### src/hw/rtl/sha256_pkg.sv
package sha256_pkg;

  // One input transaction: a message byte and its flags
  typedef struct packed {
    logic [7:0] data_byte;
    logic       has_byte;
    logic       end_of_message;
  } in_t;

  // One result transaction: 64 bits of the digest
  typedef struct packed {
    logic [63:0] digest_word;
    logic [1:0]  word_index;
    logic        last_word;
  } out_t;

  localparam int SCHED_DEPTH = 16;
  localparam int WORD_W      = 32;
  localparam logic [7:0] PAD_BYTE = 8'h80;

  // Initial chaining value
  localparam logic [31:0] INIT_H [8] = '{
    32'h6a09e667, 32'hbb67ae85, 32'h3c6ef372, 32'ha54ff53a,
    32'h510e527f, 32'h9b05688c, 32'h1f83d9ab, 32'h5be0cd19};

  // Round constants
  localparam logic [31:0] ROUND_K [64] = '{
    32'h428a2f98, 32'h71374491, 32'hb5c0fbcf, 32'he9b5dba5,
    32'h3956c25b, 32'h59f111f1, 32'h923f82a4, 32'hab1c5ed5,
    32'hd807aa98, 32'h12835b01, 32'h243185be, 32'h550c7dc3,
    32'h72be5d74, 32'h80deb1fe, 32'h9bdc06a7, 32'hc19bf174,
    32'he49b69c1, 32'hefbe4786, 32'h0fc19dc6, 32'h240ca1cc,
    32'h2de92c6f, 32'h4a7484aa, 32'h5cb0a9dc, 32'h76f988da,
    32'h983e5152, 32'ha831c66d, 32'hb00327c8, 32'hbf597fc7,
    32'hc6e00bf3, 32'hd5a79147, 32'h06ca6351, 32'h14292967,
    32'h27b70a85, 32'h2e1b2138, 32'h4d2c6dfc, 32'h53380d13,
    32'h650a7354, 32'h766a0abb, 32'h81c2c92e, 32'h92722c85,
    32'ha2bfe8a1, 32'ha81a664b, 32'hc24b8b70, 32'hc76c51a3,
    32'hd192e819, 32'hd6990624, 32'hf40e3585, 32'h106aa070,
    32'h19a4c116, 32'h1e376c08, 32'h2748774c, 32'h34b0bcb5,
    32'h391c0cb3, 32'h4ed8aa4a, 32'h5b9cca4f, 32'h682e6ff3,
    32'h748f82ee, 32'h78a5636f, 32'h84c87814, 32'h8cc70208,
    32'h90befffa, 32'ha4506ceb, 32'hbef9a3f7, 32'hc67178f2};

  function automatic logic [31:0] ror32(input logic [31:0] v, input int unsigned s);
    return (v >> s) | (v << (32 - s));
  endfunction

endpackage

### src/hw/rtl/sha256_ram.sv
module sha256_ram #(
  parameter int WIDTH = 32,
  parameter int DEPTH = 16
) (
  input  logic                     clk,
  input  logic                     we,
  input  logic [$clog2(DEPTH)-1:0] waddr,
  input  logic [WIDTH-1:0]         wdata,
  input  logic [$clog2(DEPTH)-1:0] raddr,
  output logic [WIDTH-1:0]         rdata
);

  logic [WIDTH-1:0] mem [DEPTH];

  // One write port, one registered read port
  always_ff @(posedge clk) begin
    if (we) begin
      mem[waddr] <= wdata;
    end
    rdata <= mem[raddr];
  end

endmodule

### src/hw/rtl/sha256_message_digest.sv
// Streaming SHA-256 digest over a byte stream.
// A byte that does not complete a block is taken while idle; a full block adds a
// compression of 64 rounds plus a final chaining update (3 schedule RAM reads per round).
// End of message: 1 cycle per pad byte (up to 64), 2 length writes, one or two
// compressions, then four result transactions, one per cycle when not stalled.
// Reset is synchronous (rst_n low); the schedule RAM is not cleared.
module sha256_message_digest
  import sha256_pkg::*;
(
  input  logic clk,
  input  logic rst_n,
  input  logic in_valid,
  output logic in_stall,
  input  in_t  in_data,
  output logic out_valid,
  input  logic out_stall,
  output out_t out_data
);

  // Controller states
  localparam logic [2:0] S_IDLE = 3'd0;
  localparam logic [2:0] S_PAD  = 3'd1;
  localparam logic [2:0] S_LEN0 = 3'd2;
  localparam logic [2:0] S_LEN1 = 3'd3;
  localparam logic [2:0] S_COMP = 3'd4;
  localparam logic [2:0] S_FIN  = 3'd5;
  localparam logic [2:0] S_OUT  = 3'd6;

  // Round phases
  localparam logic [2:0] PH_A   = 3'd0;
  localparam logic [2:0] PH_B   = 3'd1;
  localparam logic [2:0] PH_C   = 3'd2;
  localparam logic [2:0] PH_W   = 3'd3;
  localparam logic [2:0] PH_RND = 3'd4;

  localparam int AW = $clog2(SCHED_DEPTH);
  localparam logic [AW-1:0] LEN_HI_ADDR = AW'(14);
  localparam logic [AW-1:0] LEN_LO_ADDR = AW'(15);
  localparam logic [5:0]    LEN_POS     = 6'd56;

  logic [2:0]  state_r, state_nxt;
  logic [2:0]  ret_r, ret_nxt;
  logic [2:0]  ph_r, ph_nxt;
  logic [5:0]  rnd_r, rnd_nxt;
  logic [5:0]  cnt_r, cnt_nxt;
  logic [63:0] len_r, len_nxt;
  logic [23:0] asm_r, asm_nxt;
  logic        pad_first_r, pad_first_nxt;
  logic [1:0]  idx_r, idx_nxt;
  logic [31:0] chain_r [8];
  logic [31:0] chain_nxt [8];
  logic [31:0] rv_r [8];
  logic [31:0] rv_nxt [8];
  logic [31:0] wa_r, wa_nxt, wb_r, wb_nxt, wr_r, wr_nxt;
  logic [31:0] wm1_r, wm1_nxt, wm2_r, wm2_nxt;

  logic          ram_we;
  logic [AW-1:0] ram_waddr, ram_raddr;
  logic [31:0]   ram_wdata, ram_rdata;

  logic        place_en;
  logic [7:0]  place_val;
  logic        place_wrap;
  logic        in_acc;

  logic [31:0] g0, g1, sched_sum;
  logic [31:0] s1, chv, t1, s0, mj, t2;

  sha256_ram #(.WIDTH(WORD_W), .DEPTH(SCHED_DEPTH)) u_sched (
    .clk   (clk),
    .we    (ram_we),
    .waddr (ram_waddr),
    .wdata (ram_wdata),
    .raddr (ram_raddr),
    .rdata (ram_rdata)
  );

  assign in_stall  = (state_r != S_IDLE);
  assign in_acc    = in_valid && !in_stall;
  assign out_valid = (state_r == S_OUT);

  // Digest word from the chaining value; stable while stalled
  assign out_data.digest_word = {chain_r[{idx_r, 1'b0}], chain_r[{idx_r, 1'b1}]};
  assign out_data.word_index  = idx_r;
  assign out_data.last_word   = (idx_r == 2'd3);

  // Message schedule expansion
  assign g0 = ror32(wb_r, 7) ^ ror32(wb_r, 18) ^ (wb_r >> 3);
  assign g1 = ror32(wm2_r, 17) ^ ror32(wm2_r, 19) ^ (wm2_r >> 10);
  assign sched_sum = wa_r + g0 + ram_rdata + g1;

  // Round function
  assign s1  = ror32(rv_r[4], 6) ^ ror32(rv_r[4], 11) ^ ror32(rv_r[4], 25);
  assign chv = (rv_r[4] & rv_r[5]) ^ (~rv_r[4] & rv_r[6]);
  assign t1  = rv_r[7] + s1 + chv + ROUND_K[rnd_r] + wr_r;
  assign s0  = ror32(rv_r[0], 2) ^ ror32(rv_r[0], 13) ^ ror32(rv_r[0], 22);
  assign mj  = (rv_r[0] & rv_r[1]) ^ (rv_r[0] & rv_r[2]) ^ (rv_r[1] & rv_r[2]);
  assign t2  = s0 + mj;

  // Schedule read address follows the round phase
  always_comb begin
    unique case (ph_r)
      PH_B:    ram_raddr = rnd_r[AW-1:0] + AW'(1);
      PH_C:    ram_raddr = rnd_r[AW-1:0] + AW'(9);
      default: ram_raddr = rnd_r[AW-1:0];
    endcase
  end

  // Next placed byte completes the block
  assign place_wrap = (cnt_r == 6'd63);

  // Controller and datapath next state
  always_comb begin
    state_nxt     = state_r;
    ret_nxt       = ret_r;
    ph_nxt        = ph_r;
    rnd_nxt       = rnd_r;
    cnt_nxt       = cnt_r;
    len_nxt       = len_r;
    asm_nxt       = asm_r;
    pad_first_nxt = pad_first_r;
    idx_nxt       = idx_r;
    chain_nxt     = chain_r;
    rv_nxt        = rv_r;
    wa_nxt        = wa_r;
    wb_nxt        = wb_r;
    wr_nxt        = wr_r;
    wm1_nxt       = wm1_r;
    wm2_nxt       = wm2_r;
    place_en      = 1'b0;
    place_val     = in_data.data_byte;
    ram_we        = 1'b0;
    ram_waddr     = cnt_r[5:2];
    ram_wdata     = 32'd0;

    unique case (state_r)
      S_IDLE: begin
        if (in_acc) begin
          place_en = in_data.has_byte;
          if (in_data.has_byte) begin
            len_nxt = len_r + 64'd8;
          end
          if (in_data.end_of_message) begin
            pad_first_nxt = 1'b1;
            state_nxt     = S_PAD;
          end
          if (in_data.has_byte && place_wrap) begin
            ret_nxt   = in_data.end_of_message ? S_PAD : S_IDLE;
            state_nxt = S_COMP;
          end
        end
      end
      S_PAD: begin
        if (!pad_first_r && cnt_r == LEN_POS) begin
          state_nxt = S_LEN0;
        end else begin
          place_en      = 1'b1;
          place_val     = pad_first_r ? PAD_BYTE : 8'h00;
          pad_first_nxt = 1'b0;
          if (place_wrap) begin
            ret_nxt   = S_PAD;
            state_nxt = S_COMP;
          end
        end
      end
      S_LEN0: begin
        ram_we    = 1'b1;
        ram_waddr = LEN_HI_ADDR;
        ram_wdata = len_r[63:32];
        state_nxt = S_LEN1;
      end
      S_LEN1: begin
        ram_we    = 1'b1;
        ram_waddr = LEN_LO_ADDR;
        ram_wdata = len_r[31:0];
        ret_nxt   = S_OUT;
        state_nxt = S_COMP;
      end
      S_COMP: begin
        unique case (ph_r)
          PH_A: ph_nxt = PH_B;
          PH_B: begin
            wa_nxt = ram_rdata;
            ph_nxt = PH_C;
          end
          PH_C: begin
            wb_nxt = ram_rdata;
            ph_nxt = PH_W;
          end
          PH_W: begin
            // First 16 rounds use the block words as loaded
            if (rnd_r[5:4] == 2'd0) begin
              wr_nxt = wa_r;
            end else begin
              wr_nxt    = sched_sum;
              ram_we    = 1'b1;
              ram_waddr = rnd_r[AW-1:0];
              ram_wdata = sched_sum;
            end
            ph_nxt = PH_RND;
          end
          PH_RND: begin
            rv_nxt[7] = rv_r[6];
            rv_nxt[6] = rv_r[5];
            rv_nxt[5] = rv_r[4];
            rv_nxt[4] = rv_r[3] + t1;
            rv_nxt[3] = rv_r[2];
            rv_nxt[2] = rv_r[1];
            rv_nxt[1] = rv_r[0];
            rv_nxt[0] = t1 + t2;
            wm2_nxt   = wm1_r;
            wm1_nxt   = wr_r;
            rnd_nxt   = rnd_r + 6'd1;
            ph_nxt    = PH_A;
            if (rnd_r == 6'd63) begin
              state_nxt = S_FIN;
            end
          end
          default: ph_nxt = PH_A;
        endcase
      end
      S_FIN: begin
        for (int i = 0; i < 8; i++) begin
          chain_nxt[i] = chain_r[i] + rv_r[i];
        end
        idx_nxt   = 2'd0;
        state_nxt = ret_r;
      end
      S_OUT: begin
        if (!out_stall) begin
          idx_nxt = idx_r + 2'd1;
          if (idx_r == 2'd3) begin
            chain_nxt = INIT_H;
            cnt_nxt   = 6'd0;
            len_nxt   = 64'd0;
            state_nxt = S_IDLE;
          end
        end
      end
      default: state_nxt = S_IDLE;
    endcase

    // Byte placement: gather big-endian, write a word on its fourth byte
    if (place_en) begin
      cnt_nxt = cnt_r + 6'd1;
      if (cnt_r[1:0] == 2'd3) begin
        ram_we    = 1'b1;
        ram_wdata = {asm_r, place_val};
      end else begin
        asm_nxt = {asm_r[15:0], place_val};
      end
    end

    // Starting a compression loads the working variables
    if (state_nxt == S_COMP && state_r != S_COMP) begin
      rv_nxt  = chain_r;
      rnd_nxt = 6'd0;
      ph_nxt  = PH_A;
    end
  end

  always_ff @(posedge clk) begin
    if (!rst_n) begin
      state_r     <= S_IDLE;
      ret_r       <= S_IDLE;
      ph_r        <= PH_A;
      rnd_r       <= 6'd0;
      cnt_r       <= 6'd0;
      len_r       <= 64'd0;
      pad_first_r <= 1'b0;
      idx_r       <= 2'd0;
      chain_r     <= INIT_H;
      rv_r        <= '{default: 32'd0};
    end else begin
      state_r     <= state_nxt;
      ret_r       <= ret_nxt;
      ph_r        <= ph_nxt;
      rnd_r       <= rnd_nxt;
      cnt_r       <= cnt_nxt;
      len_r       <= len_nxt;
      pad_first_r <= pad_first_nxt;
      idx_r       <= idx_nxt;
      chain_r     <= chain_nxt;
      rv_r        <= rv_nxt;
    end
  end

  // Payload registers, no reset
  always_ff @(posedge clk) begin
    asm_r <= asm_nxt;
    wa_r  <= wa_nxt;
    wb_r  <= wb_nxt;
    wr_r  <= wr_nxt;
    wm1_r <= wm1_nxt;
    wm2_r <= wm2_nxt;
  end

endmodule

### config.mk
export PLATFORM = sky130hd
export DESIGN_NAME = sha256_message_digest
export DESIGN_NICKNAME = d
export VERILOG_FILES = /design/src/hw/rtl/sha256_pkg.sv /design/src/hw/rtl/sha256_ram.sv /design/src/hw/rtl/sha256_message_digest.sv
export SDC_FILE = /design/constraint.sdc
export NUM_CORES = 2
export LEC_CHECK = 0
export BUFFER_PORTS_ARGS = -buffer_cell sky130_fd_sc_hd__buf_4
export CORE_MARGIN = 8
export CORE_UTILIZATION = 48
export CTS_CLUSTER_DIAMETER = 200
export DETAILED_ROUTE_END_ITERATION = 7
export HOLD_SLACK_MARGIN = 0.12
export MAX_ROUTING_LAYER = met4
export PLACE_DENSITY = 0.73
export SKIP_LAST_GASP = 1
export SLEW_MARGIN = 15
export SYNTH_ARGS = -nofsm -noshare
export SYNTH_HDL_FRONTEND = slang
export SYNTH_SLANG_ARGS = --single-unit
### constraint.sdc
create_clock -name clk -period 10.5 [get_ports clk]
set_clock_uncertainty 0.1 [all_clocks]
set_input_delay 2.1 -clock clk [delete_from_list [all_inputs] [get_ports clk]]
set_output_delay 2.1 -clock clk [all_outputs]
set_load 0.02 [all_outputs]
# After elaboration in Yosys (flattened, before gate mapping)
# Memory sizes are Yosys's and may differ from the RTL's. A register that Yosys moved wholly into a read port is not among the register bits.
# Cells that the tools add are included.
# op_classes
reduce_logical,32
n_eq_ne,26
n_addsub,24
muxes,69
n_lt_le_gt_ge,3
n_bitwise,32
# ops
operator,n
$mux 256,5
$add 32x32->32,18
$pmux 256 s2,1
$mux 32,11
$xor 32x32->32,9
$mux 64,4
$bmux 32 s3,2
$and 32x32->32,5
$pmux 64 s2,1
$pmux 32 s3,1
$add 64x4->64 const B,1
$mux 3,13
$not 32->32,1
$or 10x32->32,1
$or 13x32->32,1
$or 14x32->32,1
$or 15x32->32,1
$or 19x32->32,1
$or 21x32->32,1
$or 25x32->32,1
$or 26x32->32,1
$or 30x32->32,1
$or 7x32->32,1
$xor 32x22->32,1
41 further kinds,103
# word_totals
memories,2
elab_cells,218
mem_bits_rw,512
regBits,784
output_inout_bits,69
romBits,2048
# mem_list
name,words,width,read_ports,rd_ports_with_merged_regs,write_ports,line_no,source
(no name shown),64,32,1,0,0,sha256_message_digest.sv:95,assign t1 = rv_r[7] + s1 + chv + ROUND_K[rnd_r] + wr_r;
u_sched.mem,16,32,1,1,1,sha256_ram.sv:13,logic [WIDTH-1:0] mem [DEPTH];

# Longest topological paths before layout
# depth
word_depth,11
mapped_depth,38

# By module
# From an unflattened synthesis, not the netlist that was laid out.
# hier_totals
cells_unflattened,7789
hier_area_um2,78789.3
# by_module_without_submodules
mod,cells_each,n_inst,area_each_um2,seq_area_each_um2
sha256_message_digest,6951,1,58954.0,17456.7
sha256_ram,838,1,19835.3,16015.4

# Least setup slack after synthesis
# OpenSTA, ideal clock, no wires.
# synth_path
kind,register -> register
startpoint,register rnd_r[2]
endpoint,register rv_r[252] in the netlist's numbering
slack_ns,2.760
stages_incl_launch_ff,35
synth_period_minus_slack_ns,7.740
setup_ns,0.127
t_arrival_ns,7.513
cell_sequence,dfxtp_1 > inv_1 > clkbuf_1 > clkbuf_1 > ha_1 > nor2b_1 > a21oi_1 > mux4_2 > fa_1 > inv_1 > ha_1 > a21o_1 > a21oi_1 > o21ai_0 > a221oi_2 > o21ai_0 > o21ai_0 > nand2b_1 > a21o_1 > a21o_1 > xor2_1 > inv_1 > fa_1 > inv_1 > ha_1 > a21o_1 > a21oi_1 > o21a_1 > o31ai_1 > a311oi_1 > o21ai_0 > a21o_1 > and3b_1 > o31ai_1 > a21boi_0
# synth_via
elab_chain_len,10
# synth_lines
item,line_no,source
start: declaration,sha256_message_digest.sv:44,"logic [5:0] rnd_r, rnd_nxt;"
start signal: assignment,sha256_message_digest.sv:278,rnd_r <= rnd_nxt;
$not 6->7 (implied by the code),sha256_message_digest.sv:95,
$mem_v2 64x32,--,
$mux 32 (implied by the code) (2 in series),sha256_message_digest.sv:95,
$add 32x32->32 (2 in series),sha256_message_digest.sv:95,
$add 32x32->32,sha256_message_digest.sv:210,rv_nxt[0] = t1 + t2;
$mux 256,sha256_message_digest.sv:180,unique case (ph_r)
$mux 256,sha256_message_digest.sv:136,unique case (state_r)
$mux 256,sha256_message_digest.sv:255,if (state_nxt == S_COMP && state_r != S_COMP) begin
end signal: assignment,sha256_message_digest.sv:284,rv_r <= rv_nxt;
end: declaration,sha256_message_digest.sv:52,logic [31:0] rv_r [8];
# Parallel ways exist; a longest one is shown, timed or not. The select of a mux whose other input is x is not followed.
# A chain may end at the register's enable or synchronous reset.

# Worst setup path in the final report
# layout_path
startpoint,register rnd_r[0]
endpoint,register rv_r[252] in the netlist's numbering
# The elaborated chain is that of the path after synthesis.

==> impl_results.md <==
- Sw frac: 0.224
- Port bufs: 82
- Setup slack at placement: 1.72 ns
- Setup violators final: 0
- Post_cts resized: 0
- Final setup margin: 1.45 ns
- Max-cap viol count: 0
- Max incr delay on CP: 0.62 ns
- Comb power frac: 0.017
- Most frequent CP cell: a21o_1
- Rows: 148
- Gate Count Post-Synth: 7522
- Drt drc: 0
- Run status: finished, final reports clean
- Insertion delay to the later sink of the worst-skew pair: 0.83 ns
- Inserted Clock Buffers: 146
- H-Tree Depth: 4
- GRT Total Usage: 0.312
- WL per Instance: 28.1 um
- Initial antenna violation count: 4
- Worst-path fanout max: 12
- Initial Util: 0.483
- CTS Hold Bufs: 0
- Clock-pin slew on the worst setup and hold paths: 0.06 ns
- Post-synth ARST share: 0
- Die ar.: 177000 um2
- CTS tree: built
- P_int: 8540 uW
- Largest net degree at the start of global routing: 179
- Layout Nets: 8070
- Initial drt markers: 7201
- Cell area after layout: 86800 um2
- First-pass DRT Iterations: 8
- Final core utilization: 0.533
- Fin. Hold Viols: 0
- Crit start category: flop
- Headroom to the max-slew limit: 0.133
- Syn_area_per_cell: 10.5 um2
- Ys Warns: 0
- Arrival time of the worst setup path: 9.61 ns
- Dpl cell area: 81800 um2
- Area Overhead vs Synth: 10.3%
- Slew @ Worst Pin: 1.30 ns
- NetSw: 2460 uW
- RSZ-0062 raised after global routing: false
- Cells on Worst Hold Path: 0
- Final ANT Viol Nets: 0
- Minimum clock period: 9.05 ns
- Hold Path Class: reg2reg
- Fmax: 0.110 GHz
- Io pins: 83
- Clock share of power: 0.490
- Power, Total: 11000 uW
- CP Capture Type: flop
- Vias in the first global route: 60200
- RePlAce Congestion: 1.01
- Share of layout cells above drive strength 1: 0.104
- Via count: 61700
- PD cells: 127 nW/um2
- CTS Sinks: 1324
- Most common flop cell mapped by yosys: edfxtp_1
- FF+latch count, synth: 1324
- Via density: 6.32
- Grt total ovfl: 0
- Syn_nets: 8132
- Required @ worst endpoint: 11.05 ns
- Root buffer cell: clkbuf_16
- DIE HEIGHT: 421 um
- Sum Neg Setup Slack: 0 ns
- Core Area: 163000 um2
- Post-CTS Setup Inserts: 0
- Global-route wire length before repair: 402 mm
- Die width: 421 um
- Post-Route WL: 274 mm
- Syn Std Cell Area: 78700 um2
- Post-route clock period utilization: 0.862
- Static leakage: 0.0333 uW
- Sequential power share: 0.493
- Distinct cells, synth: 94
- Post-synthesis sequential area ratio: 0.425
- Setup CP Type: reg2reg
- Clock Tree Buf Depth: 3
- Slew Limit Fails: 0
- Worst r2r path cells: 33
- Post-DP HPWL: 194 mm
- Post-synth EDFFs: 696
- CP max stage cell: fa_1
- Worst VDD drop: 0.207 mV
==> through the flow <==
stage | hold WS (ns) | cells
after floorplan | 0.300 | 7522
after global placement | 0.303 | 9486
after detailed placement | 0.305 | 9486
after CTS | 0.318 | 9756
after global routing | 0.332 | 9757
final | 0.319 | 9759
==> cell usage after synthesis, types with 13 or more instances <==
| library cell | number | area, um2 |
|---|---|---|
| a2111oi_0 | 15 | 131 |
| a211oi_1 | 51 | 383 |
| a21boi_0 | 259 | 1940 |
| a21o_1 | 174 | 1310 |
| a21oi_1 | 369 | 1850 |
| a221oi_1 | 32 | 280 |
| a222oi_1 | 28 | 280 |
| a22o_1 | 16 | 140 |
| a22oi_1 | 256 | 1920 |
| a31oi_1 | 45 | 282 |
| and2_1 | 60 | 375 |
| and3_1 | 50 | 313 |
| and4_1 | 13 | 114 |
| buf_1 | 68 | 255 |
| buf_2 | 16 | 80.1 |
| clkbuf_1 | 338 | 1270 |
| dfxtp_1 | 628 | 12600 |
| edfxtp_1 | 696 | 20900 |
| fa_1 | 197 | 3940 |
| ha_1 | 399 | 4990 |
| inv_1 | 403 | 1510 |
| mux2_2 | 31 | 349 |
| mux2i_1 | 17 | 170 |
| mux4_2 | 226 | 5090 |
| nand2_1 | 708 | 2660 |
| nand2b_1 | 62 | 388 |
| nand3_1 | 148 | 741 |
| nand3b_1 | 15 | 113 |
| nand4_1 | 43 | 269 |
| nor2_1 | 417 | 1570 |
| nor2b_1 | 114 | 713 |
| nor3_1 | 119 | 596 |
| o211ai_1 | 28 | 210 |
| o21a_1 | 68 | 510 |
| o21ai_0 | 417 | 2090 |
| o21bai_1 | 39 | 293 |
| o221ai_1 | 13 | 114 |
| o22ai_1 | 56 | 350 |
| o311ai_0 | 19 | 166 |
| o31ai_1 | 22 | 165 |
| or2_2 | 21 | 131 |
| or3_1 | 33 | 206 |
| xnor2_1 | 383 | 3350 |
| xor2_1 | 238 | 2080 |
==> worst paths after layout <==
kind	slack [ns]	endpoint	from
hold / removal	0.32	wm2_r[13]$_DFFE_PP_	wm1_r[13]$_DFFE_PP_
setup reg to reg	1.45	rv_r[252]$_SDFFE_PN0P_	rnd_r[0]$_SDFFE_PP0P_
setup / recovery	1.45	rv_r[252]$_SDFFE_PN0P_	rnd_r[0]$_SDFFE_PP0P_
hold reg to reg	0.32	wm2_r[13]$_DFFE_PP_	wm1_r[13]$_DFFE_PP_
==> registers in the layout, summed over array words and instances (netlist names), 32 cells and up <==
name           cells
u_sched.rdata     32
wa_r              32
u_sched.mem      512
chain_r          256
wm2_r             32
wm1_r             32
len_r             61
wr_r              32
rv_r             256
wb_r              32
==> metal layers <==
layer | wire length, um | up-vias | share of wire | global-route usage
li1 | - | 27300 | - | -
met4 | 18100 | 0 | 0.066 | 0.171
met2 | 129000 | 3060 | 0.47 | 0.498
met1 | 106000 | 30700 | 0.39 | 0.387
met5 | 0 | - | 0 | -
met3 | 20800 | 639 | 0.076 | 0.0400
==> power by group through the flow <==
stage | logic [uW] | clock network, uW | registers [uW]
after floorplan | 125 | 0 | 5530
after global routing | 194 | 5650 | 5420
final | 183 | 5400 | 5420
after detailed placement | 180 | 0 | 5540
after CTS | 182 | 5450 | 5420
after global placement | 179 | 0 | 5540
==> critical path: cells and delay by family, from the launching register on <==
| family | cells | cell delay (ns) |
|---|---|---|
| compound gates | 18 | 4.05 |
| fa+ha+maj | 6 | 2.55 |
| buf+inv | 5 | 0.83 |
| mux | 1 | 0.52 |
| flops | 1 | 0.31 |
| simple gates | 2 | 0.27 |
| xor+xnor | 1 | 0.26 |
==> cell type report <==
class,count,area [um2]
Fill cell,13900,75900
Multi-Input combinational cell,5369,42300
Sequential cell,1324,33500
Clock buffer,202,4060
Tap cell,2175,2720
Timing Repair Buffer,213,1690
Inverter,406,1530
Clock inverter,68,983
Antenna cell,2,5.00
==> cells in the final DEF (no fill, tap or decap), types with 43 or more instances in the layout <==
cell type and count:
nand2_1 705, edfxtp_1 696, dfxtp_1 623, o21ai_0 412
inv_1 403, ha_1 399, nor2_1 395, xnor2_1 381
a21oi_1 368, a21boi_0 259, a22oi_1 256, xor2_1 238
mux4_2 226, buf_4 205, fa_1 197, a21o_1 174
nand3_1 147, clkbuf_16 146, nor3_1 116, nor2b_1 113
o21a_1 68, nand2b_1 62, and2_1 60, o22ai_1 56
a211oi_1 51, and3_1 48, a31oi_1 45, nand4_1 43
==> cell families (layout without fill, tap and decap cells) <==
kind of cell / count (synthesis) / count (layout) / share of synthesized area
AO/OA/AOI/OAI: 2038 / 2038 / 0.173
XOR/XNOR: 621 / 621 / 0.0691
adder cells (fa/ha/maj): 599 / 599 / 0.114
buffers and inverters: 829 / 889 / 0.0398
flip-flops: 1324 / 1324 / 0.425
multiplexers: 274 / 274 / 0.0713
other: 0 / 2 / 0
AND/OR/NAND/NOR: 1837 / 1837 / 0.107
Note: power is estimated with default switching activity, not from simulation.
